[config.mk]
export PLATFORM = sky130hd
export DESIGN_NAME = lant_front
export DESIGN_NICKNAME = d
export VERILOG_FILES = /design/src/assert_macros.svh /design/src/lant_pkg.sv /design/src/lant_front.sv
export SDC_FILE = /design/constraint.sdc
export NUM_CORES = 1
export LEC_CHECK = 0
export ABC_AREA = 1
export BUFFER_PORTS_ARGS = -buffer_cell sky130_fd_sc_hd__buf_2
export CAP_MARGIN = 15
export CORE_ASPECT_RATIO = 1.75
export CORE_MARGIN = 1
export CORE_UTILIZATION = 37
export DETAILED_ROUTE_END_ITERATION = 16
export PLACE_DENSITY_LB_ADDON = 0.15
export SLEW_MARGIN = 20
export SYNTH_ARGS = -nofsm -noshare
export SYNTH_HDL_FRONTEND = slang
export SYNTH_SLANG_ARGS = --single-unit
[constraint.sdc]
create_clock -name clk -period 0.8 [get_ports clk]
set_input_delay 0.08 -clock clk [delete_from_list [all_inputs] [get_ports clk]]
set_output_delay 0.08 -clock clk [all_outputs]
set_load 0.005 [all_outputs]
[src/assert_macros.svh]
// assertion helpers for the file that checks internal behavior
`ifndef ASSERT_MACROS_SVH
`define ASSERT_MACROS_SVH

// property must hold at every clock edge outside reset
`define LANT_ASSERT(label, prop, msg) \
    label: assert property (@(posedge clk) disable iff (!rst_n) prop) else $error(msg);

// condition must never be true at a clock edge outside reset
`define LANT_NEVER(label, cond, msg) \
    label: assert property (@(posedge clk) disable iff (!rst_n) !(cond)) else $error(msg);

`endif

[src/lant_pkg.sv]
// ----------------------------------------------------------------------------
// lant_pkg
// Types and constants for the multi-ant toroidal grid stepper.
// ----------------------------------------------------------------------------
package lant_pkg;

    // grid and ant table geometry
    localparam int MAX_COLS    = 256;
    localparam int MAX_ROWS    = 256;
    localparam int NUM_ANTS    = 16;
    localparam int MAX_GENS    = 4;
    localparam int COL_W       = 8;
    localparam int ROW_W       = 8;
    localparam int ANT_W       = 4;
    localparam int HEAD_W      = 2;

    // remainder unit step counter width
    localparam int REM_CNT_W   = $clog2(COL_W);

    // configuration register widths
    localparam int CFG_W       = 9;
    localparam int CFG_IDX_W   = 2;
    localparam int ANTS_W      = 5;
    localparam int GENS_W      = 3;
    localparam int GEN_IDX_W   = 2;

    // command queue
    localparam int QUEUE_DEPTH = 2;
    localparam int QPTR_W      = $clog2(QUEUE_DEPTH);
    localparam int QCNT_W      = $clog2(QUEUE_DEPTH + 1);

    // register indexes
    localparam logic [CFG_IDX_W-1:0] REG_GRID_COLS    = 2'd0;
    localparam logic [CFG_IDX_W-1:0] REG_GRID_ROWS    = 2'd1;
    localparam logic [CFG_IDX_W-1:0] REG_ACTIVE_ANTS  = 2'd2;
    localparam logic [CFG_IDX_W-1:0] REG_GENS_PER_TICK = 2'd3;

    // input opcodes
    localparam logic [1:0] OP_PLACE = 2'd0;
    localparam logic [1:0] OP_RUN   = 2'd1;
    localparam logic [1:0] OP_CLEAR = 2'd2;

    // headings
    localparam logic [HEAD_W-1:0] HEAD_UP    = 2'd0;
    localparam logic [HEAD_W-1:0] HEAD_RIGHT = 2'd1;
    localparam logic [HEAD_W-1:0] HEAD_DOWN  = 2'd2;
    localparam logic [HEAD_W-1:0] HEAD_LEFT  = 2'd3;

    typedef struct packed {
        logic [1:0]        opcode;
        logic [ANT_W-1:0]  ant_slot;
        logic [COL_W-1:0]  start_x;
        logic [ROW_W-1:0]  start_y;
        logic [HEAD_W-1:0] start_heading;
    } lant_in_t;

    typedef struct packed {
        logic [COL_W-1:0] cell_x;
        logic [ROW_W-1:0] cell_y;
        logic             cell_on;
        logic [ANT_W-1:0] mover;
        logic             last_of_run;
    } lant_out_t;

    // clamped configuration as seen by the back end
    typedef struct packed {
        logic [CFG_W-1:0]  cols;
        logic [CFG_W-1:0]  rows;
        logic [ANTS_W-1:0] ants;
        logic [GENS_W-1:0] gens;
    } lant_cfg_t;

    typedef enum logic [1:0] {
        CMD_PLACE = 2'd0,
        CMD_RUN   = 2'd1,
        CMD_CLEAR = 2'd2
    } lant_kind_t;

    // classified command held in the queue
    typedef struct packed {
        lant_kind_t        kind;
        logic [ANT_W-1:0]  slot;
        logic [COL_W-1:0]  x;
        logic [ROW_W-1:0]  y;
        logic [HEAD_W-1:0] heading;
    } lant_cmd_t;

    // one ant slot
    typedef struct packed {
        logic [COL_W-1:0]  col;
        logic [ROW_W-1:0]  row;
        logic [HEAD_W-1:0] heading;
    } lant_ant_t;

    // back end status toward the top level
    typedef struct packed {
        logic idle;
        logic emit;
    } lant_stat_t;

endpackage

[src/lant_front.sv]
// ----------------------------------------------------------------------------
// lant_front
// Configuration registers and input classification; pushes commands to the
// queue and drops items that do nothing.
// ----------------------------------------------------------------------------
module lant_front
    import lant_pkg::*;
(
    input  logic                 clk,
    input  logic                 rst_n,
    input  logic                 cfg_we,
    input  logic [CFG_IDX_W-1:0] cfg_index,
    input  logic [CFG_W-1:0]     cfg_data,
    input  logic                 in_valid,
    output logic                 in_stall,
    input  lant_in_t             in_data,
    input  logic                 q_full,
    output logic                 q_push,
    output lant_cmd_t            q_wdata,
    output lant_cfg_t            cfg
);

    lant_cfg_t cfg_reg;
    logic [ANTS_W-1:0] ants_raw;
    logic [GENS_W-1:0] gens_raw;
    logic              in_take;
    logic              known_op;

    assign ants_raw = cfg_data[ANTS_W-1:0];
    assign gens_raw = cfg_data[GENS_W-1:0];

    // register writes, values clamped to their legal ranges on the way in
    always_ff @(posedge clk or negedge rst_n)
    begin
        if (!rst_n)
        begin
            cfg_reg.cols <= CFG_W'(MAX_COLS);
            cfg_reg.rows <= CFG_W'(MAX_ROWS);
            cfg_reg.ants <= ANTS_W'(1);
            cfg_reg.gens <= GENS_W'(1);
        end
        else if (cfg_we)
        begin
            unique case (cfg_index)
                REG_GRID_COLS:
                begin
                    if (cfg_data == '0)
                        cfg_reg.cols <= CFG_W'(1);
                    else if (cfg_data > CFG_W'(MAX_COLS))
                        cfg_reg.cols <= CFG_W'(MAX_COLS);
                    else
                        cfg_reg.cols <= cfg_data;
                end
                REG_GRID_ROWS:
                begin
                    if (cfg_data == '0)
                        cfg_reg.rows <= CFG_W'(1);
                    else if (cfg_data > CFG_W'(MAX_ROWS))
                        cfg_reg.rows <= CFG_W'(MAX_ROWS);
                    else
                        cfg_reg.rows <= cfg_data;
                end
                REG_ACTIVE_ANTS:
                begin
                    if (ants_raw == '0)
                        cfg_reg.ants <= ANTS_W'(1);
                    else if (ants_raw > ANTS_W'(NUM_ANTS))
                        cfg_reg.ants <= ANTS_W'(NUM_ANTS);
                    else
                        cfg_reg.ants <= ants_raw;
                end
                REG_GENS_PER_TICK:
                begin
                    if (gens_raw == '0)
                        cfg_reg.gens <= GENS_W'(1);
                    else if (gens_raw > GENS_W'(MAX_GENS))
                        cfg_reg.gens <= GENS_W'(MAX_GENS);
                    else
                        cfg_reg.gens <= gens_raw;
                end
            endcase
        end
    end

    assign cfg = cfg_reg;

    // classify the opcode; the unknown code is taken and dropped
    always_comb
    begin
        known_op        = 1'b1;
        q_wdata.kind    = CMD_PLACE;
        q_wdata.slot    = in_data.ant_slot;
        q_wdata.x       = in_data.start_x;
        q_wdata.y       = in_data.start_y;
        q_wdata.heading = in_data.start_heading;
        unique case (in_data.opcode)
            OP_PLACE: q_wdata.kind = CMD_PLACE;
            OP_RUN:   q_wdata.kind = CMD_RUN;
            OP_CLEAR: q_wdata.kind = CMD_CLEAR;
            default:  known_op     = 1'b0;
        endcase
    end

    // input handshake against queue space
    assign in_stall = q_full;
    assign in_take  = in_valid && !q_full;
    assign q_push   = in_take && known_op;

endmodule

**Word level (Yosys, flattened, before mapping)**

Index checks and enable logic that the tools add are counted.

- Magnitude comparators: 3
- Eq/ne operators: 5
- Muxes and demuxes: 8
- Reduce and logical (&&, ||, !) cells: 13

Operator list:

| cell | count |
|---|---|
| $mux W9 | 2 |
| $mux W5 | 2 |
| $gt A9 B9 Y1 const B | 1 |
| $logic_not A9 Y1 | 1 |
| $reduce_and A2 Y1 | 4 |
| $eq A2 B2 Y1 const B | 3 |
| $mux W3 | 2 |
| $gt A5 B5 Y1 const B | 1 |
| $logic_not A5 Y1 | 1 |
| $eq A2 B1 Y1 const B | 2 |
| $logic_not A2 Y1 | 2 |
| $pmux W2 S2 | 1 |
| $gt A3 B3 Y1 const B | 1 |
| $logic_not A3 Y1 | 1 |
| $reduce_or A3 Y1 | 1 |
| $logic_and A1 B1 Y1 | 2 |
| $logic_not A1 Y1 | 1 |
| $mux W1 | 1 |

- Register bits after elaboration: 26
- Input port bits: 40
- Output and inout bits: 52
- Logic and storage cells: 33

**Logic depth before layout (Yosys ltp)**

- Depth in word-level cells: 4
- Mapped depth: 7
- Mapped depth without buffers: 7

**Worst setup path before layout**

OpenSTA, ideal clock, no wires.

- Kind: reg2reg
- Start point: register, netlist name cfg[16]
- End point: register cfg_reg (netlist bit cfg[16])
- Setup time: 0.079 ns
- Data arrival time: 0.616 ns
- Required time: 0.721 ns
- Slack: 0.105 ns
- Stages on the path, launching flop included: 3
- Path buffers: 0
- Period minus slack after synthesis: 0.695 ns
- Cells stage by stage: dfstp_2 nand2_1 o21ai_0

RTL lines:

| item | line | text |
|---|---|---|
| to (decl) | lant_front.sv:23 | `lant_cfg_t cfg_reg;` |

**Worst setup path after layout**

- Start point: register cfg_reg (netlist bit cfg[16])
- End point: output cfg[16] in the netlist's numbering

RTL lines:

| item | line | text |
|---|---|---|
| to (decl) | lant_front.sv:20 | `output lant_cfg_t cfg` |

No word-level cell between the ends.

==> metrics.cfg <==
[status]
outcome = complete, but fails checks
violations = setup timing

[route]
viasPerCell = 4.384
ant_nets = 0
wl_per_cell_microns = 11.52
routed_wl_microns = 2881
dr.pass1.iters = 4
num_vias = 1096
drc_errors = 0
drtIter0Drc = 16

[place]
gp_congestion = 0.7979
dp_slack_ns = -0.08374
dpl.hpwl_microns = 2265
portBuffers = 47

[grt]
grt_use_total_pct = 16.70
grt_pass1_wl_microns = 4526
antenna_found_initial = 0
grt_pass1_vias = 1073
grt_start_max_net_pins = 27
grt_overflow_total = 0

[cts]
cts_buffer_depth = 2
clock_latency_ns = 0.27
cts_buffers = 3
cts_root_buf = clkbuf_8
clk_pin_slew_ns = 0.08
clock_sinks = 26
cts_max_level = 1
cts_tree = built

[power]
p_int_mw = 2.296
p_sw_mw = 0.7939
p_clk_share_pct = 26.9
irDropWorstVdd_v = 0.001255
power_switching_share_pct = 25.69
power_frac_seq_pct = 51.7
powerDensity_nw_per_um2 = 1916
p_total_mw = 3.090
power_frac_comb_pct = 21.5
static-leakage-power_nw = 0.9597

[die]
initial_core_util_pct = 38.92
rows = 28
die_w_microns = 47.20
ioPinCount = 92
core-area_sq_um = 3398
chipHeight_microns = 81.09
die-area_sq_um = 3827

[cells_and_area]
area_delta_synth_final_pct = 21.95
final_nets = 246
largest_register_ffs = 26
antenna_cells = 0
postLayoutCoreUtil_pct = 47.46
drive_gt1_share_pct = 37.56

[setup_path]
crit_required_ns = 0.72
r2r_end = cfg[7]$_DFFE_PN0P_
critPathMaxFanout = 2
cp.arrival_ns = 0.91
reg2reg_depth = 2
ff2ff_setup_slack_ns = 0.05
start_kind = flip-flop
end_kind = output pin
path_cells = buf_2
cpPeakStageDelay_ns = 0.54
worst-setup-path-type = reg -> out
crit_family = flip-flops
r2r_start = cfg[7]$_DFFE_PN0P_
cp_num_buf_inv = 1
slowest_stage = dfstp_2

[worst_hold_path]
min_to = cfg[0]$_DFFE_PN1P_
hold_start = cfg_data[2]
hold_class = in -> reg
hold_path_depth = 4

[timing]
min_period_over_period_pct = 123.9
max_freq_mhz = 1009
setup_tns_ns = -2.041
finalClockSkew_ns = 0
fin_hold_ws_ns = 0.1070
setup_ws_ns = -0.1911
finalCriticalPeriod_ns = 0.9911
finalHoldViolations = 0
worst_pin_slew_ns = 0.2596
rsz0062_at_grt = true
setup_viol = 26
slew_violations = 0
relSlewSlack_pct = 82.60

[yosys]
ys_top_cells_by_area = dfrtp_1 (42%), nand2_1 (17%), buf_4 (14%), dfstp_2 (7.9%), nor2_1 (4.5%)
synth_most_common_cell = nand2_1
ys.flop_type = dfrtp_1
syn_area_sq_um = 1323
synthArstFlopShare_pct = 100.0
synthTopCellsByCount = nand2_1 (59), buf_4 (24), dfrtp_1 (22), nor2_1 (16), inv_1 (15)
synth_edf_count = 0
yosysWarnings = 0
synth_fp_nets = 205
synth_seq_cells = 26
syn_area_per_cell_sq_um = 8.015
syn_inst = 165
synth_top_area_share_pct = 41.63
yosysTopAreaCell = dfrtp_1
ys_types = 16
ys_seq_area_share_pct = 49.57

[job]
max_cap_violations = 0

-- power groups by stage --
stage	Clock, mW	Combinational [mW]	Sequential, mW
after floorplan	0	0.330	1.64
after CTS	0.862	0.655	1.60
after global placement	0	0.598	1.62
after detailed placement	0	0.606	1.62
after global routing	0.903	0.759	1.62
final	0.830	0.664	1.60
-- tightest hold or removal path, cell delays in order --
cell and delay (ns):
buf_2 0.09, inv_1 0.07, nand2_2 0.09, o21ai_1 0.06
-- cell usage in the layout (no fill, tap or decap) --
cell,instances
nand2_2,2
nand2_1,59
nor3_4,1
buf_4,13
buf_6,1
clkbuf_8,4
inv_2,3
nor2_1,16
o21ai_0,2
buf_2,46
inv_1,15
dlygate4sd3_1,1
nand3_1,4
o21a_1,2
o21ai_2,1
dfrtp_1,22
nor3_2,1
dfstp_2,4
o21ai_1,7
buf_12,1
-- per-layer routing --
layer,up-vias,global-route usage [%],wire (microns)
met3,7,3.778,140
met1,496,18.52,1161
met2,41,29.03,1521
met4,0,7.143,57
met5,-,0,0
li1,552,-,-
-- stage by stage --
| stage | cells | instance area (sq um) |
|---|---|---|
| floorplan | 165 | 1323 |
| global placement | 239 | 1496 |
| detailed placement | 239 | 1496 |
| CTS | 248 | 1592 |
| global route | 250 | 1613 |
| finish | 250 | 1613 |
-- cell families (layout without fill, tap and decap cells) --
logic type	after synthesis	in the layout	share of synthesized area, %
buffers and inverters	44	84	19.49
AOI/OAI and AO/OA	12	12	5.203
DFF	26	26	49.57
and+or+nand+nor	83	83	25.73
-- worst max path at each step --
stage | depth (start not counted) | startpoint | slack (ns) | to
finish | 1 | cfg[16]$_DFFE_PN1P_ | -0.19 | cfg[16]
global route | 1 | cfg[16]$_DFFE_PN1P_ | -0.22 | cfg[16]
CTS | 1 | cfg[16]$_DFFE_PN1P_ | -0.20 | cfg[16]
detailed placement | 6 | cfg_index[1] | -0.08 | cfg[6]$_DFFE_PN0P_
global placement | 6 | cfg_we | -0.04 | cfg[2]$_DFFE_PN0P_
floorplan | 2 | cfg[16]$_DFFE_PN1P_ | 0.10 | cfg[16]$_DFFE_PN1P_
-- layout make-up --
class / instances / area (sq um)
clock buffers: 4 / 55.05
fillers: 371 / 1785
inverters: 18 / 67.56
multi-input cells: 95 / 409.1
flip-flops and latches: 26 / 655.6
well taps: 45 / 56.30
repair buffers: 62 / 369.1
-- repair_timing --
| action | in CTS | in global routing |
|---|---|---|
| resized for setup | 0 | 1 |
| gates cloned | 0 | 0 |
| endpoints found under the setup margin | 26 | 27 |
| endpoints found under the hold margin | 26 | 0 |
| pin swaps | 0 | 1 |
| buffers inserted | 4 | 2 |
| hold buffers | 1 | 0 |
Note: power is estimated with default switching activity, not from simulation.
