[src/assert_macros.svh]
// assertion helpers for the file that checks internal behavior
`ifndef ASSERT_MACROS_SVH
`define ASSERT_MACROS_SVH

// property must hold at every clock edge outside reset
`define LANT_ASSERT(label, prop, msg) \
    label: assert property (@(posedge clk) disable iff (!rst_n) prop) else $error(msg);

// condition must never be true at a clock edge outside reset
`define LANT_NEVER(label, cond, msg) \
    label: assert property (@(posedge clk) disable iff (!rst_n) !(cond)) else $error(msg);

`endif

[src/lant_pkg.sv]
// ----------------------------------------------------------------------------
// lant_pkg
// Types and constants for the multi-ant toroidal grid stepper.
// ----------------------------------------------------------------------------
package lant_pkg;

    // grid and ant table geometry
    localparam int MAX_COLS    = 256;
    localparam int MAX_ROWS    = 256;
    localparam int NUM_ANTS    = 16;
    localparam int MAX_GENS    = 4;
    localparam int COL_W       = 8;
    localparam int ROW_W       = 8;
    localparam int ANT_W       = 4;
    localparam int HEAD_W      = 2;

    // remainder unit step counter width
    localparam int REM_CNT_W   = $clog2(COL_W);

    // configuration register widths
    localparam int CFG_W       = 9;
    localparam int CFG_IDX_W   = 2;
    localparam int ANTS_W      = 5;
    localparam int GENS_W      = 3;
    localparam int GEN_IDX_W   = 2;

    // command queue
    localparam int QUEUE_DEPTH = 2;
    localparam int QPTR_W      = $clog2(QUEUE_DEPTH);
    localparam int QCNT_W      = $clog2(QUEUE_DEPTH + 1);

    // register indexes
    localparam logic [CFG_IDX_W-1:0] REG_GRID_COLS    = 2'd0;
    localparam logic [CFG_IDX_W-1:0] REG_GRID_ROWS    = 2'd1;
    localparam logic [CFG_IDX_W-1:0] REG_ACTIVE_ANTS  = 2'd2;
    localparam logic [CFG_IDX_W-1:0] REG_GENS_PER_TICK = 2'd3;

    // input opcodes
    localparam logic [1:0] OP_PLACE = 2'd0;
    localparam logic [1:0] OP_RUN   = 2'd1;
    localparam logic [1:0] OP_CLEAR = 2'd2;

    // headings
    localparam logic [HEAD_W-1:0] HEAD_UP    = 2'd0;
    localparam logic [HEAD_W-1:0] HEAD_RIGHT = 2'd1;
    localparam logic [HEAD_W-1:0] HEAD_DOWN  = 2'd2;
    localparam logic [HEAD_W-1:0] HEAD_LEFT  = 2'd3;

    typedef struct packed {
        logic [1:0]        opcode;
        logic [ANT_W-1:0]  ant_slot;
        logic [COL_W-1:0]  start_x;
        logic [ROW_W-1:0]  start_y;
        logic [HEAD_W-1:0] start_heading;
    } lant_in_t;

    typedef struct packed {
        logic [COL_W-1:0] cell_x;
        logic [ROW_W-1:0] cell_y;
        logic             cell_on;
        logic [ANT_W-1:0] mover;
        logic             last_of_run;
    } lant_out_t;

    // clamped configuration as seen by the back end
    typedef struct packed {
        logic [CFG_W-1:0]  cols;
        logic [CFG_W-1:0]  rows;
        logic [ANTS_W-1:0] ants;
        logic [GENS_W-1:0] gens;
    } lant_cfg_t;

    typedef enum logic [1:0] {
        CMD_PLACE = 2'd0,
        CMD_RUN   = 2'd1,
        CMD_CLEAR = 2'd2
    } lant_kind_t;

    // classified command held in the queue
    typedef struct packed {
        lant_kind_t        kind;
        logic [ANT_W-1:0]  slot;
        logic [COL_W-1:0]  x;
        logic [ROW_W-1:0]  y;
        logic [HEAD_W-1:0] heading;
    } lant_cmd_t;

    // one ant slot
    typedef struct packed {
        logic [COL_W-1:0]  col;
        logic [ROW_W-1:0]  row;
        logic [HEAD_W-1:0] heading;
    } lant_ant_t;

    // back end status toward the top level
    typedef struct packed {
        logic idle;
        logic emit;
    } lant_stat_t;

endpackage

[src/lant_queue.sv]
// ----------------------------------------------------------------------------
// lant_queue
// Short command queue between the front and the back end.
// ----------------------------------------------------------------------------
module lant_queue
    import lant_pkg::*;
(
    input  logic      clk,
    input  logic      rst_n,
    input  logic      push,
    input  lant_cmd_t wdata,
    output logic      full,
    input  logic      pop,
    output lant_cmd_t head,
    output logic      empty
);

    lant_cmd_t          entry_reg [QUEUE_DEPTH];
    logic [QPTR_W-1:0]  wr_ptr_reg;
    logic [QPTR_W-1:0]  rd_ptr_reg;
    logic [QCNT_W-1:0]  count_reg;

    assign full  = (count_reg == QCNT_W'(QUEUE_DEPTH));
    assign empty = (count_reg == '0);
    assign head  = entry_reg[rd_ptr_reg];

    // storage
    always_ff @(posedge clk)
    begin
        if (push)
        begin
            entry_reg[wr_ptr_reg] <= wdata;
        end
    end

    // pointers and fill count
    always_ff @(posedge clk or negedge rst_n)
    begin
        if (!rst_n)
        begin
            wr_ptr_reg <= '0;
            rd_ptr_reg <= '0;
            count_reg  <= '0;
        end
        else
        begin
            if (push)
                wr_ptr_reg <= wr_ptr_reg + QPTR_W'(1);
            if (pop)
                rd_ptr_reg <= rd_ptr_reg + QPTR_W'(1);
            if (push && !pop)
                count_reg <= count_reg + QCNT_W'(1);
            else if (pop && !push)
                count_reg <= count_reg - QCNT_W'(1);
        end
    end

endmodule

[config.mk]
export PLATFORM = sky130hd
export DESIGN_NAME = lant_queue
export DESIGN_NICKNAME = d
export VERILOG_FILES = /design/src/assert_macros.svh /design/src/lant_pkg.sv /design/src/lant_queue.sv
export SDC_FILE = /design/constraint.sdc
export NUM_CORES = 1
export LEC_CHECK = 0
export ABC_AREA = 1
export BUFFER_PORTS_ARGS = -buffer_cell sky130_fd_sc_hd__buf_2
export CORE_MARGIN = 2
export CORE_UTILIZATION = 50
export CTS_BUF_LIST = sky130_fd_sc_hd__clkbuf_2 sky130_fd_sc_hd__clkbuf_4 sky130_fd_sc_hd__clkbuf_8
export DETAILED_ROUTE_END_ITERATION = 12
export GPL_ROUTABILITY_DRIVEN = 0
export PLACE_DENSITY_LB_ADDON = 0.08
export SYNTH_ARGS = -nofsm -noshare
export SYNTH_HDL_FRONTEND = slang
export SYNTH_SLANG_ARGS = --single-unit
[constraint.sdc]
create_clock -name clk -period 4.47 [get_ports clk]
set_clock_uncertainty 0.05 [all_clocks]
set_input_delay 0.894 -clock clk [delete_from_list [all_inputs] [get_ports clk]]
set_output_delay 0.894 -clock clk [all_outputs]
set_load 0.02 [all_outputs]
---- Yosys cells after proc, flatten, opt, wreduce, memory -nomap -nowiden ----
Memory sizes are Yosys's and may differ from the RTL's.
Index checks and enable logic that the tools add are counted.
word-level totals
  output and inout bits ................... 26
  bits in writable memories ............... 48
  input bits .............................. 28
  word-level logic and storage cells ...... 19
  register bits ........................... 4
  memories kept ........................... 1
memory list
  memory     depth  width  rd ports  clocked after memory_dff  wr ports  RTL line          text
  entry_reg  2      24     1         0                         1         lant_queue.sv:18  lant_cmd_t entry_reg [QUEUE_DEPTH];
cells by class
  add/subtract/negate cells ............... 4
  reduce and logical (&&, ||, !) cells .... 6
  equality and inequality tests ........... 1
  mux-type cells .......................... 4
operators with widths
  cell                                               count
  two-way mux 2 bit                                  2
  adder 1 bit (second input constant)                2
  adder 2 x 1 -> 2 bit (second input constant)       1
  equality test 2 bit (second input constant)        1
  logical AND 1 bit                                  2
  logical NOT 1 bit                                  2
  logical NOT 2 bit                                  1
  two-way mux 1 bit                                  2
  nonzero test 2 bit                                 1
  subtractor 2 x 1 -> 2 bit (second input constant)  1

---- Depth between registers and ports, before layout ----
Gate-level depths: netlist of the first run.
  depth after elaboration ................. 4
  mapped depth ............................ 7
  mapped depth without buffers ............ 7

---- Worst setup path before layout of the first run ----
No wires, ideal clock.
  path kind ............................... input -> register
  start point ............................. input port push
  end point ............................... memory entry_reg[0][0] (netlist name) (enable)
  path slack .............................. 2.065 ns
  library setup time ...................... 0.405 ns
  data arrival time ....................... 1.949 ns
  buffers on the path ..................... 0
  data required time ...................... 4.015 ns
  stages .................................. 2
  path through ............................ inv_1 > nor2_1
on the way
  longest elaborated chain between the ends .. 2
RTL lines
  item                                     RTL line          text
  start, declared                          lant_queue.sv:10  input logic push,
  two-way mux 1 bit                        lant_queue.sv:30  if (push)
  two-way mux 1 bit (not written as such)  lant_queue.sv:32  entry_reg[wr_ptr_reg] <= wdata;
  end, declared                            lant_queue.sv:18
Every way passes these cells.

==> impl_results.md, run 1 <==
- Status: completed
- Minimum clock period: ~2600 ps
- Antenna violations before repair: 0
- Cells after synthesis: 100
- Die Width: 67.9 um
- DP HPWL: ~2200 um
- Post-CTS sizing: 0
- Fmax: 0.381 GHz
- Final Util: between 60% and 70%
- CTS Buf Count: 5
- DRT Wirelength: between 3000 and 4000 um
- FP Rows: 23
- Share of cells above drive strength 1: 54.4%
- Largest net degree at the start of global routing: 25
- Kind of critical path: register to output port
- LEAKAGE: 0.00103 uW
- Initial drt markers: 19
- Total GRT Usage: between 10 and 15%
- Post-layout nets: 188
- Final instance area: 2450 um2
- Initial core utilization: 51.4%
- Sequential Area: 1540 um2
- Wire per inst: 14.6 um
- Worst EP required: approximately 3500 ps
- Post-CTS Setup Repair Bufs: 0
- Core outline area: 3970 um2
- Synthesis Warnings: 0
- Detail Route Antenna Nets: 0
- Fillers: 322
- Worst Path Max Fanout: 19
- Total of max-cap violations: 0
- Worst setup SP type: register
- Worst Tran Pin Value: 982 ps
- Antenna diode count: 0
- Drt pass-1 iters: 4
- Commonest non-fill, non-tap cell in the layout: buf_2
- Routed via count divided by cell count: 4.75
- IO Pins: 54
- I/O Buffers: between 50 and 60
- Crit end category: output port
- Worst-path clk slew: ~80 ps
- Average size of a mapped cell: ~20 um2
- Post-synthesis register bit count: 52
- Die area: 4610 um2
- Clock root cell: clkbuf_8
- Vias in the first global route: 1031
- Hold slack: roughly 340 ps
- Drt drc: 0
- Final-report max-slew violation count: 0
- CTS tree: done
- Hold Path Class: input port to async pin
- Fin. Hold Viols: 0
- GRT Residual Overflow: 0
- CTS Buffer Depth: 2
- DR vias: between 900 and 1000
- Most frequent cells in the layout: buf_2, edfxtp_1, mux2_4
- Seq/Total Area, Yosys: 75.5%
- Syn Nets: 129
- Fin Setup TNS: 0 ps
- Slew HR: 34.5%
- Final setup fails: 0
- Synthesized area: 2040 um2
- Pwr Density: 632 nW/um2
- Worst vdd ir: around 0.36 mV
- Area after DPL: between 2000 and 2500 um2
- CTS Hold Bufs: 0
- Largest register FFs: 48
- Die Ht: 67.9 um
- H-tree depth: 2
- CP Data Arrival Time: 1680 ps
- Worst-skew pair later-pin latency: 290 ps
- Multi-input logic area: approximately 420 um2
- Area Growth Syn to Fin: 19.9%
- RSZ-0062 raised after global routing: no
- Yosys cell types: 14
- Period utilization: 58.8%
- Num Clock Sinks: 52
- First-pass GRT wire length: 4610 um
worst max-delay path, cell delays in order (launching register included):
cell     delay, ps
dfrtp_1        490
buf_4          400
mux2_4         330
buf_2          160
layer usage:
metal	GRT usage, %	vias to the layer above	part of all wire (%)
met1	15.9	476	41
met2	25.2	34	53
met5	0	-	0
li1	-	486	-
met4	5.25	0	0.62
met3	5.43	2	5.8
logic make-up after synthesis:
family / Yosys count / share of synthesized area (%)
buffers and inverters: 10 / 3.80
XOR/XNOR: 3 / 1.29
adder cells (fa/ha/maj): 1 / 0.613
multiplexers: 24 / 16.7
flip-flops: 52 / 75.5
AND/OR/NAND/NOR: 10 / 2.02
cells in the mapped netlist:
library cell / instances / area (um2)
buf_12: 2 / 40.0
buf_6: 1 / 11.3
dfrtp_1: 4 / 100
edfxtp_1: 48 / 1440
ha_1: 1 / 12.5
inv_1: 7 / 26.3
mux2_2: 5 / 56.3
mux2_4: 19 / 285
nand2_1: 5 / 18.8
nand3_1: 1 / 5.00
nand4_1: 1 / 6.26
nor2_1: 3 / 11.3
xnor2_1: 1 / 8.76
xor2_1: 2 / 17.5
power breakdown:
group	leakage (uW)	internal [uW]	switching, uW	total [uW]
registers	0.000498	650	43.9	694
clock network	0.0000558	166	142	308
logic	0.000473	243	300	543
area by class of cell:
cell class / count / area share [%]
Sequential cell: 52 / 63.0
Multi-Input combinational cell: 38 / 17.3
Timing Repair Buffer: 55 / 11.5
Clock buffer: 5 / 2.81
Tap cell: 50 / 2.56
Clock inverter: 3 / 1.74
Inverter: 7 / 1.07
final timing paths:
| path | start | to | slack (ps) | depth (start not counted) |
|---|---|---|---|---|
| worst min register to register | wr_ptr_reg | wr_ptr_reg | 460 | 1 |
| min in group clk | wr_ptr_reg | wr_ptr_reg | 460 | 1 |
| worst max register to register | wr_ptr_reg | entry_reg[1][11] | 2870 | 2 |
| worst min-delay path | rst_n | count_reg[0] | 340 | 1 |
| max in group asynchronous | rst_n | wr_ptr_reg | 3910 | 1 |
| worst max-delay path | rd_ptr_reg | head[5] | 1840 | 3 |
per-stage QoR:
step / cells / power [uW] / setup WS, ps
2_1_floorplan: 100 / 1150 / 2070
3_3_place_gp: 202 / 1250 / 2160
3_5_place_dp: 202 / 1260 / 2130
4_1_cts: 210 / 1570 / 1800
5_1_grt: 210 / 1630 / 1740
6_report: 210 / 1550 / 1840
(Power assumes the default switching activity.)
==> inputs of run 2 (changes only) <==
==> constraint.sdc (replaced) <==
create_clock -name clk -period 2.5 [get_ports clk]
set_clock_uncertainty 0.05 [all_clocks]
set_input_delay 0.5 -clock clk [delete_from_list [all_inputs] [get_ports clk]]
set_output_delay 0.5 -clock clk [all_outputs]
set_load 0.02 [all_outputs]
==> run 2 against run 1 <==
Against the previous run:
- register-to-register slack worse by 1700 ps
- die area unchanged
- sequential cell count stayed put
- cell area increased by 0.15%
- worst hold slack improved by 8.9 ps
- global-route usage fell by 0.47 points
- final cell count grew 1.9%
- routed wire length fell by 4.4%
- clock power is 39% higher
- sequential power rose by 76%
- worst setup slack lost 1400 ps
- sequential share of layout area is 0.096 points lower
- critical endpoint is now head[8]
- largest cell class unchanged
- largest power group unchanged
==> impl_results.md, run 2 (synthesis gave the netlist of run 1 again) <==
- Num Clock Sinks: 52 (unchanged)
- DP HPWL: 2140 um (was 2180 um)
- Fmax: 0.492 GHz
- Detail Route Antenna Nets: 0 (unchanged)
- Gr busiest metal: met2 (unchanged)
- Sw Ratio: 32.2% (was 31.5%)
- Post-CTS Setup Repair Bufs: 0 (unchanged)
- P_int: 1810 uW (was 1060 uW)
- Multi-input logic area: 424 um2 (unchanged)
- Final-report max-slew violation count: 0 (unchanged)
- Fillers: 321 (was 322)
- Fin Setup TNS: 0 ps (unchanged)
- Minimum clock period: 2030 ps
- Sequential Area: 1540 um2 (unchanged)
- Final setup fails: 0 (unchanged)
- Final instance area: 2450 um2 (about the same)
- I/O Buffers: 53 (unchanged)
- DR vias: 1010 (was 998)
- DRT Wirelength: 2940 um (was 3070 um)
- CP Data Arrival Time: 1480 ps (was 1680 ps)
- CTS tree: done (unchanged)
- FP Rows: 23 (unchanged)
- CTS Buf Count: 5 (unchanged)
- Most frequent cells in the layout: buf_2, edfxtp_1, mux2_4 (unchanged)
- Combinational share of power: 38.1% (was 35.1%)
- Total of max-cap violations: 0 (unchanged)
- GR Util met1: 15.9% (about the same)
- CTS Hold Bufs: 1 (was 0)
- Area after DPL: 2360 um2 (was 2330 um2)
- Die Width: 67.9 um (unchanged)
- Pwr Density: 1090 nW/um2 (was 632 nW/um2)
- Die Ht: 67.9 um (unchanged)
- Worst EP required: 1950 ps (was 3530 ps)
- IO Pins: 54 (unchanged)
- Share of cells above drive strength 1: 54.9% (was 54.4%)
- Slew HR: 78.9% (was 34.5%)
- Grt met2 use: 25.4% (was 25.2%)
- Largest register FFs: 48 (unchanged)
- RSZ-0062 raised after global routing: no (unchanged)
- Drt drc: 0 (unchanged)
- Status: completed (unchanged)
- Initial drt markers: 43 (was 19)
- Worst Path Max Fanout: 19 (unchanged)
- Hold Path Origin: wdata[22]
- Clock power frac: 16.0% (was 19.9%)
- Post-layout nets: 192 (was 188)
- Worst vdd ir: 0.610 mV (was 0.364 mV)
- First-pass GRT wire length: 4620 um (was 4610 um)
- Drt pass-1 iters: 4 (unchanged)
- Initial core utilization: 51.4% (unchanged)
- GRT Residual Overflow: 0 (unchanged)
- Post-CTS sizing: 0 (unchanged)
- Seq pwr share: 45.9% (was 44.9%)
- Area Growth Syn to Fin: 20.0% (was 19.9%)
- Hold Path Class: input port to register (was input port to async pin)
- Worst-path clk slew: 80 ps (about the same)
- Fin. Hold Viols: 0 (unchanged)
- Period utilization: 81.4%
- R2r startpoint: wr_ptr_reg (unchanged)
- Total GRT Usage: 13.9% (was 14.4%)
- Vias in the first global route: 1038 (was 1031)
- Commonest non-fill, non-tap cell in the layout: buf_2 (unchanged)
- Worst setup SP type: register (unchanged)
- Met3 usage: 3.62% (was 5.43%)
- H-tree depth: 2 (unchanged)
- Switching power: 858 uW (was 487 uW)
- Worst Tran Pin Value: 317 ps (was 982 ps)
- Antenna violations before repair: 0 (unchanged)
- Total power: 2670 uW (was 1550 uW)
- Core outline area: 3970 um2 (unchanged)
- Clock root cell: clkbuf_8 (unchanged)
- Hold slack: 349 ps (was 340 ps)
- Wire per inst: 13.7 um (was 14.6 um)
- Largest net degree at the start of global routing: 21 (was 25)
- Crit end category: output port (unchanged)
- LEAKAGE: 0.00104 uW (was 0.00103 uW)
- Worst-skew pair later-pin latency: 280 ps (was 290 ps)
- CTS Buffer Depth: 2 (unchanged)
- Die area: 4610 um2 (unchanged)
- Kind of critical path: register to output port (unchanged)
- Crit. Startpoint: rd_ptr_reg (unchanged)
- Routed via count divided by cell count: 4.72 (was 4.75)
- Antenna diode count: 0 (unchanged)
-- run 2: cell types whose count changed in the layout (fill, tap and decap cells not counted), sizes merged --
cell,change
bufinv,-1
dlygate4sd3,+1
buf,+3
clkinv,+1
-- run 2: metal layers --
layer / vias up / wire [um]
met1: 479 / 1140
met4: 0 / 19
li1: 494 / -
met5: - / 0
met2: 35 / 1610
met3: 2 / 167
-- run 2: power groups by stage --
stage	clock, uW	sequential, uW	combinational (uW)
detailed placement	0	1250	1030
global route	477	1240	1100
CTS	445	1230	1030
global placement	0	1230	1010
finish	428	1220	1010
floorplan	0	1230	821
-- run 2: path summary, 6_finish.rpt --
path / depth (start not counted) / slack (ps) / to
worst max-delay path: 3 / 470 / head[8]
worst min-delay path: 1 / 350 / entry_reg[0][22]
worst max register to register: 3 / 1180 / entry_reg[1][20]
worst min register to register: 2 / 460 / count_reg[1]
max in group asynchronous: 2 / 1770 / rd_ptr_reg
min in group asynchronous: 2 / 510 / count_reg[1]
-- run 2: per-stage QoR --
stage,worst slack (ps),utilization [%],cells
finish,466,61.7,214
global route,375,61.7,214
CTS,437,61.7,214
detailed placement,762,59.4,205
global placement,782,59.4,205
floorplan,489,-,100
-- run 2: cell type report --
type,instances,area share [%]
Tap cell,50,2.55
Timing Repair Buffer,59,12.8
Inverter,7,1.07
Clock buffer,5,2.81
Multi-Input combinational cell,38,17.3
Clock inverter,3,0.562
Sequential cell,52,62.9
-- run 2: worst max-delay path: stages, from the launching register on --
cell and delay, ps:
dfrtp_1 350, buf_4 320, mux2_2 370, buf_2 160
